## src/design/afsp_pkg.sv

```systemverilog
// package: shared types, constants and crc-8 fold for the adc sample frame packer
`timescale 1ns / 1ps

package afsp_pkg;

    localparam logic [7:0] CRC_POLY          = 8'h8D;
    localparam logic [3:0] SAMPLES_PER_FRAME = 4'd10;
    localparam logic [3:0] LAST_SLOT         = SAMPLES_PER_FRAME - 4'd1;
    localparam logic [7:0] HEADER_RESET      = 8'd10;
    localparam logic [8:0] BLOCK_RESET       = 9'd100;

    localparam logic [1:0] REG_HEADER_BYTE  = 2'd0;
    localparam logic [1:0] REG_BLOCK_FRAMES = 2'd1;

    typedef logic [7:0] t_byte;
    typedef logic [3:0] t_slot;

    typedef struct packed {
        logic             valid;
        logic [2:0][7:0]  bytes;
        logic [1:0]       cnt;
        logic             crc_last;
    } t_load;

    function automatic t_byte crc_fold(input t_byte crc, input t_byte data);
        t_byte c;
        c = crc ^ data;
        for (int b = 0; b < 8; b++) begin
            if (c[7]) begin
                c = {c[6:0], 1'b0} ^ CRC_POLY;
            end else begin
                c = {c[6:0], 1'b0};
            end
        end
        return c;
    endfunction

endpackage

```

## src/design/afsp_emit.sv

```systemverilog
// module: pending word queue, output register and running crc-8
`timescale 1ns / 1ps

module afsp_emit
    import afsp_pkg::*;
(
    input  logic  i_clk,
    input  logic  i_rst_n,
    input  t_load i_load,
    output logic  o_ready,
    output logic  o_out_valid,
    input  logic  i_out_stall,
    output t_byte o_out_byte,
    output logic  o_frame_end,
    output logic  o_run_end
);

    logic [2:0][7:0] r_pb, n_pb;
    logic [1:0]      r_cnt, n_cnt;
    logic            r_pcrc, n_pcrc;
    t_byte           r_crc, n_crc;
    logic            r_ov, n_ov;
    t_byte           r_obyte, n_obyte;
    logic            r_ofe, n_ofe;
    logic            r_ore, n_ore;

    logic  move;
    logic  last;
    logic  mv_crc;
    t_byte mv_byte;

    always_comb begin
        move    = (r_cnt != 2'd0) && (!r_ov || !i_out_stall);
        last    = (r_cnt == 2'd1);
        mv_crc  = last && r_pcrc;
        mv_byte = mv_crc ? r_crc : r_pb[0];
        o_ready = (r_cnt == 2'd0) || (last && move);

        n_pb    = r_pb;
        n_cnt   = r_cnt;
        n_pcrc  = r_pcrc;
        n_crc   = r_crc;
        n_obyte = r_obyte;
        n_ofe   = r_ofe;
        n_ore   = r_ore;
        n_ov    = move || (r_ov && i_out_stall);

        if (move) begin
            n_pb[0] = r_pb[1];
            n_pb[1] = r_pb[2];
            n_cnt   = r_cnt - 2'd1;
            n_obyte = mv_byte;
            n_ofe   = mv_crc;
            n_ore   = last;
            n_crc   = mv_crc ? 8'h00 : crc_fold(r_crc, mv_byte);
        end

        if (i_load.valid) begin
            n_pb   = i_load.bytes;
            n_cnt  = i_load.cnt;
            n_pcrc = i_load.crc_last;
        end
    end

    always_ff @(posedge i_clk) begin
        if (!i_rst_n) begin
            r_cnt  <= 2'd0;
            r_pcrc <= 1'b0;
            r_crc  <= 8'h00;
            r_ov   <= 1'b0;
        end else begin
            r_cnt  <= n_cnt;
            r_pcrc <= n_pcrc;
            r_crc  <= n_crc;
            r_ov   <= n_ov;
        end
        r_pb    <= n_pb;
        r_obyte <= n_obyte;
        r_ofe   <= n_ofe;
        r_ore   <= n_ore;
    end

    assign o_out_valid = r_ov;
    assign o_out_byte  = r_obyte;
    assign o_frame_end = r_ofe;
    assign o_run_end   = r_ore;

    a_out_hold: assert property (@(posedge i_clk) disable iff (!i_rst_n)
        (r_ov && i_out_stall) |=> (r_ov && $stable(r_obyte)))
        else $error("stalled output word changed");

    a_fend_is_last: assert property (@(posedge i_clk) disable iff (!i_rst_n)
        (r_ov && r_ofe) |-> r_ore)
        else $error("crc word not last of its sample");

    a_load_drained: assert property (@(posedge i_clk) disable iff (!i_rst_n)
        i_load.valid |-> (r_cnt == 2'd0 || (r_cnt == 2'd1 && move)))
        else $error("load overwrote pending words");

    a_crc_clear: assert property (@(posedge i_clk) disable iff (!i_rst_n)
        (move && mv_crc) |=> r_crc == 8'h00)
        else $error("crc not cleared after frame");

endmodule

```

## src/design/adc_sample_frame_packer_crc8.sv

```systemverilog
// top level: 12-bit adc sample framer with crc-8 closing word
//
// input channel: i_in_valid / o_in_stall carry one 12-bit sample on i_sample.
// output channel: o_out_valid / i_out_stall carry one frame word on o_out_byte,
// with o_frame_end on the crc word and o_run_end on the last word of a sample.
// ten samples make an 18-word frame: header, sequence number, fifteen packed
// sample words (high bits first) and a crc-8 (poly 0x8d, init 0) of the rest.
// a sample yields one, two or three words; the output register sends one word
// a cycle while the receiver does not stall, and a new sample is taken in the
// cycle its last word moves to the output register. an accepted sample's
// words enter the pending queue, and from there move to the output register.
// configuration: i_cfg_we with i_cfg_index 0 (header) or 1 (block frames);
// other indexes are ignored. write only while idle.
// reset clears slot, sequence, crc and queue; header returns to 10, block
// frames to 100. while the receiver stalls, the output word holds and input
// is stalled once the pending words of the current sample cannot drain.
`timescale 1ns / 1ps

module adc_sample_frame_packer_crc8
    import afsp_pkg::*;
(
    input  logic        i_clk,
    input  logic        i_rst_n,
    input  logic        i_cfg_we,
    input  logic [1:0]  i_cfg_index,
    input  logic [8:0]  i_cfg_data,
    input  logic        i_in_valid,
    output logic        o_in_stall,
    input  logic [11:0] i_sample,
    output logic        o_out_valid,
    input  logic        i_out_stall,
    output logic [7:0]  o_out_byte,
    output logic        o_frame_end,
    output logic        o_run_end
);

    t_byte      r_header, n_header;
    logic [8:0] r_blocks, n_blocks;
    t_slot      r_slot, n_slot;
    logic [3:0] r_held, n_held;
    t_byte      r_seq, n_seq;

    t_load      load;
    logic       ready;
    logic       acc;
    logic [8:0] seq_inc;

    always_comb begin
        acc     = i_in_valid && ready;
        seq_inc = {1'b0, r_seq} + 9'd1;

        n_header = r_header;
        n_blocks = r_blocks;
        if (i_cfg_we) begin
            case (i_cfg_index)
                REG_HEADER_BYTE:  n_header = i_cfg_data[7:0];
                REG_BLOCK_FRAMES: n_blocks = i_cfg_data;
                default: ;
            endcase
        end

        n_slot = r_slot;
        n_held = r_held;
        n_seq  = r_seq;

        load.valid    = acc;
        load.bytes    = '0;
        load.cnt      = 2'd1;
        load.crc_last = 1'b0;

        if (r_slot == 4'd0) begin
            load.bytes[0] = r_header;
            load.bytes[1] = r_seq;
            load.bytes[2] = i_sample[11:4];
            load.cnt      = 2'd3;
            n_held        = i_sample[3:0];
            n_slot        = r_slot + 4'd1;
        end else if (r_slot < LAST_SLOT && !r_slot[0]) begin
            load.bytes[0] = i_sample[11:4];
            load.cnt      = 2'd1;
            n_held        = i_sample[3:0];
            n_slot        = r_slot + 4'd1;
        end else begin
            load.bytes[0] = {r_held, i_sample[11:8]};
            load.bytes[1] = i_sample[7:0];
            if (r_slot >= LAST_SLOT) begin
                load.cnt      = 2'd3;
                load.crc_last = 1'b1;
                n_slot        = 4'd0;
                n_seq         = (seq_inc >= r_blocks) ? 8'h00 : seq_inc[7:0];
            end else begin
                load.cnt = 2'd2;
                n_slot   = r_slot + 4'd1;
            end
        end

        if (!acc) begin
            n_slot = r_slot;
            n_held = r_held;
            n_seq  = r_seq;
        end
    end

    always_ff @(posedge i_clk) begin
        if (!i_rst_n) begin
            r_header <= HEADER_RESET;
            r_blocks <= BLOCK_RESET;
            r_slot   <= 4'd0;
            r_held   <= 4'd0;
            r_seq    <= 8'h00;
        end else begin
            r_header <= n_header;
            r_blocks <= n_blocks;
            r_slot   <= n_slot;
            r_held   <= n_held;
            r_seq    <= n_seq;
        end
    end

    afsp_emit u_emit (
        .i_clk       (i_clk),
        .i_rst_n     (i_rst_n),
        .i_load      (load),
        .o_ready     (ready),
        .o_out_valid (o_out_valid),
        .i_out_stall (i_out_stall),
        .o_out_byte  (o_out_byte),
        .o_frame_end (o_frame_end),
        .o_run_end   (o_run_end)
    );

    assign o_in_stall = !ready;

    a_slot_range: assert property (@(posedge i_clk) disable iff (!i_rst_n)
        r_slot <= LAST_SLOT)
        else $error("slot out of range");

    a_frame_wrap: assert property (@(posedge i_clk) disable iff (!i_rst_n)
        (acc && r_slot == LAST_SLOT) |=> r_slot == 4'd0)
        else $error("slot did not wrap after closing sample");

    a_seq_hold: assert property (@(posedge i_clk) disable iff (!i_rst_n)
        (acc && r_slot != LAST_SLOT) |=> $stable(r_seq))
        else $error("sequence moved inside a frame");

endmodule

```

## config.mk

```make
export PLATFORM = sky130hd
export DESIGN_NAME = adc_sample_frame_packer_crc8
export DESIGN_NICKNAME = d
export VERILOG_FILES = /design/src/design/afsp_pkg.sv /design/src/design/afsp_emit.sv /design/src/design/adc_sample_frame_packer_crc8.sv
export SDC_FILE = /design/constraint.sdc
export NUM_CORES = 1
export LEC_CHECK = 0
export ABC_AREA = 1
export BUFFER_PORTS_ARGS = -buffer_cell sky130_fd_sc_hd__buf_2
export CAP_MARGIN = 20
export CORE_MARGIN = 2
export CORE_UTILIZATION = 40
export CTS_CLUSTER_DIAMETER = 150
export CTS_CLUSTER_SIZE = 8
export DETAILED_ROUTE_END_ITERATION = 6
export PLACE_DENSITY = 0.58
export SLEW_MARGIN = 20
export SYNTH_ARGS = -nofsm -noshare
export SYNTH_HDL_FRONTEND = slang
export SYNTH_SLANG_ARGS = --single-unit
```

## constraint.sdc

```tcl
create_clock -name i_clk -period 3.03 [get_ports i_clk]
set_input_delay 0.606 -clock i_clk [delete_from_list [all_inputs] [get_ports i_clk]]
set_output_delay 0.606 -clock i_clk [all_outputs]
set_load 0.02 [all_outputs]
```

==> out/metrics.cfg <==
[pwr]
clock_power_share = 0.166
swShare = 0.4333
p_int_mw = 2.792
seqPwrFrac = 0.341
switchingPower_mw = 2.135
p_comb_frac = 0.493
power_density_mw_per_mm2 = 1055
vdd_drop_max_v = 0.0005714
power_leakage_nw = 2.070

[global_route]
gr-total-overflow = 0
grt_pass1_wl_mm = 15.44
grt_max_degree = 30
grt_use_total = 0.1763
antenna_found_initial = 0
grt_pass1_vias = 3266

[detailed_routing]
antenna_left = 0
vias = 3386
first_pass_iters = 4
drcViolationCount = 0
wl_per_cell_um = 13.47
drt_wl_total_mm = 9.185
initialDrtViolationCount = 141
via_per_inst = 4.965

[floorplanning]
fp.dieW_um = 105.5
die_area_mm2 = 0.01112
core_mm2 = 0.01014
ioPinCount = 40
start_util = 0.4061
rows = 37
dieHeight_um = 105.5

[yosys]
synthArstFlopShare = 0
yosys.area_share.xor_xnor = 0.03525
synthMuxAreaShare = 0
synth-seq-cells = 79
synth_fp_nets = 544
syn_area_mm2 = 0.004118
synthSimpleGateAreaFrac = 0.2151
yosysSeqAreaShare = 0.4667
avgSynthCellArea_um2 = 8.219
synth_warnings = 0
synthAdderAreaFrac = 0.04558
synth-compound-area-share = 0.1583
synth-edff-count = 34
synth_top_family_by_area = simple AND/OR/NAND/NOR gates
synthCells = 501
ys_types = 40
synth_flop_cell = dfxtp_1

[cells_and_area]
mostFrequentLayoutCells = nand2_1, inv_1, nor2_1
drive_gt1_frac = 0.1685
num_antenna_cells = 0
stdcell_area_mm2 = 0.004671
fill_cells = 1010
area_delta_synth_final_pct = 13.43
final_common_cell = nand2_1
final_nets = 584

[clocking]
htreeDepth = 3
numCtsBuffers = 9
cts_tree = built
cts_root_buf = clkbuf_8
clkTransAtPathRegs_ns = 0.08
clk_latency_ns = 0.35
clock-sinks = 79
postCtsSetupBuffers = 0
max-clock-path-buffers = 2

[worst_setup_path]
crit_arrival_ns = 2.96
cp_max_fo = 6
r2r_setup_slack_ns = 0.34
endpoint_kind = flip-flop
critPathLaunchType = flip-flop
crit_type = reg2reg
required_ns = 3.30

[timing]
final_max_slew_viol_count = 0
final.setup.tns_ns = 0
timing.final.crit_share = 0.8894
timing.fmax_ghz = 0.3711
hold_viol = 0
worst_pin_slew_ns = 0.7282
setup_viol = 0
fin_skew_ns = 0.01070
post-route-min-period_ns = 2.695
slew_headroom = 0.5140
rsz0062_at_grt = no

[placement]
io_buffers = 39
gp_congestion = 0.8511
placed_area_mm2 = 0.004453
place_hpwl_mm = 6.965

[min_path]
min-delay-path-class = reg2reg

[run]
drv_cap = 0

[status]
status = complete, no violations

## cells in the mapped netlist, drive strengths merged, types with 2 or more instances
cell type  count  share of area
a21oi         48          0.060
o21ai         42          0.056
buf            4         0.0064
o221ai         4         0.0085
nor3           3         0.0036
nand2         91          0.095
edfxtp        34           0.25
nand4          3         0.0046
nor2          59          0.054
o211ai         7          0.013
a22oi          3         0.0055
nand3         37          0.050
clkbuf        11          0.010
nand3b         2         0.0036
inv           67          0.062
ha            15          0.046
xor2          13          0.031
o32ai          3         0.0064
dfxtp         45           0.22
## logic make-up after synthesis
| kind of cell | count (synthesis) |
|---|---|
| simple gates | 198 |
| xor+xnor | 14 |
| compound gates | 112 |
| flops | 79 |
| buf+inv | 83 |
| fa+ha+maj | 15 |
## area by class of cell
class	count	area, µm²	share of cell area
inverters	68	257.7	0.05518
clock buffers	11	152.6	0.03268
clock inverters	5	53.80	0.01152
flip-flops and latches	79	1922	0.4115
well taps	136	170.2	0.03643
repair buffers	44	232.7	0.04983
multi-input cells	339	1882	0.4029
## power by group through the flow
| stage | Combinational (mW) | Sequential, mW | Clock, mW |
|---|---|---|---|
| after floorplan | 1.82 | 1.78 | 0 |
| after global placement | 2.42 | 1.70 | 0 |
| after detailed placement | 2.44 | 1.71 | 0 |
| after CTS | 2.45 | 1.68 | 0.837 |
| after global routing | 2.74 | 1.71 | 0.880 |
| final | 2.43 | 1.68 | 0.816 |
## sequential cells by signal, summed over array words and instances (netlist names)
register and count:
u_emit.r_crc 8, r_seq 8, r_blocks 9, u_emit.r_pcrc 1, u_emit.r_pb 24, u_emit.o_run_end 1
r_held 4, u_emit.o_out_valid 1, u_emit.r_cnt 2, u_emit.o_out_byte 8, r_slot 4, r_header 8
u_emit.o_frame_end 1
## worst paths after layout
check,startpoint,cells after the start,to
max,r_seq[0],12,r_seq[0]
min,r_blocks[4],2,r_blocks[4]
max reg2reg,r_seq[0],12,r_seq[0]
min reg2reg,r_blocks[4],2,r_blocks[4]
## repair_timing
item | CTS | global route
hold buffers | 0 | 0
endpoints found under the setup margin | 0 | 4
resized for setup | 0 | 2
## per-layer routing
metal | vias to the layer above | global-route usage | share of wire
met5 | - | 0 | 0
met4 | 0 | 0.06857 | 0.015
met3 | 9 | 0.02721 | 0.030
li1 | 1757 | - | -
met1 | 1568 | 0.2181 | 0.46
met2 | 52 | 0.3074 | 0.50
## worst max-delay path: stages, from the launching register on
cell	delay, ns
dfxtp_1	0.44
ha_1	0.21
nand3_1	0.12
nor3_1	0.25
xor2_1	0.23
inv_1	0.08
ha_1	0.31
a21oi_1	0.15
o21a_1	0.15
o2111ai_2	0.20
nor2_2	0.22
nor2_1	0.06
a311oi_1	0.18
## stage by stage
step | worst slack, ns | hold slack [ns] | utilization | power [mW] | instances
2_1_floorplan | 0.5255 | 0.4292 | - | 3.595 | 501
4_1_cts | 0.1999 | 0.4718 | 0.4596 | 4.973 | 682
5_1_grt | 0.05787 | 0.4978 | 0.4607 | 5.333 | 682
3_5_place_dp | 0.2300 | 0.4569 | 0.4392 | 4.145 | 666
6_report | 0.3351 | 0.4673 | 0.4607 | 4.928 | 682
3_3_place_gp | 0.3968 | 0.4526 | 0.4392 | 4.120 | 666
Note: power is estimated with default switching activity, not from simulation.
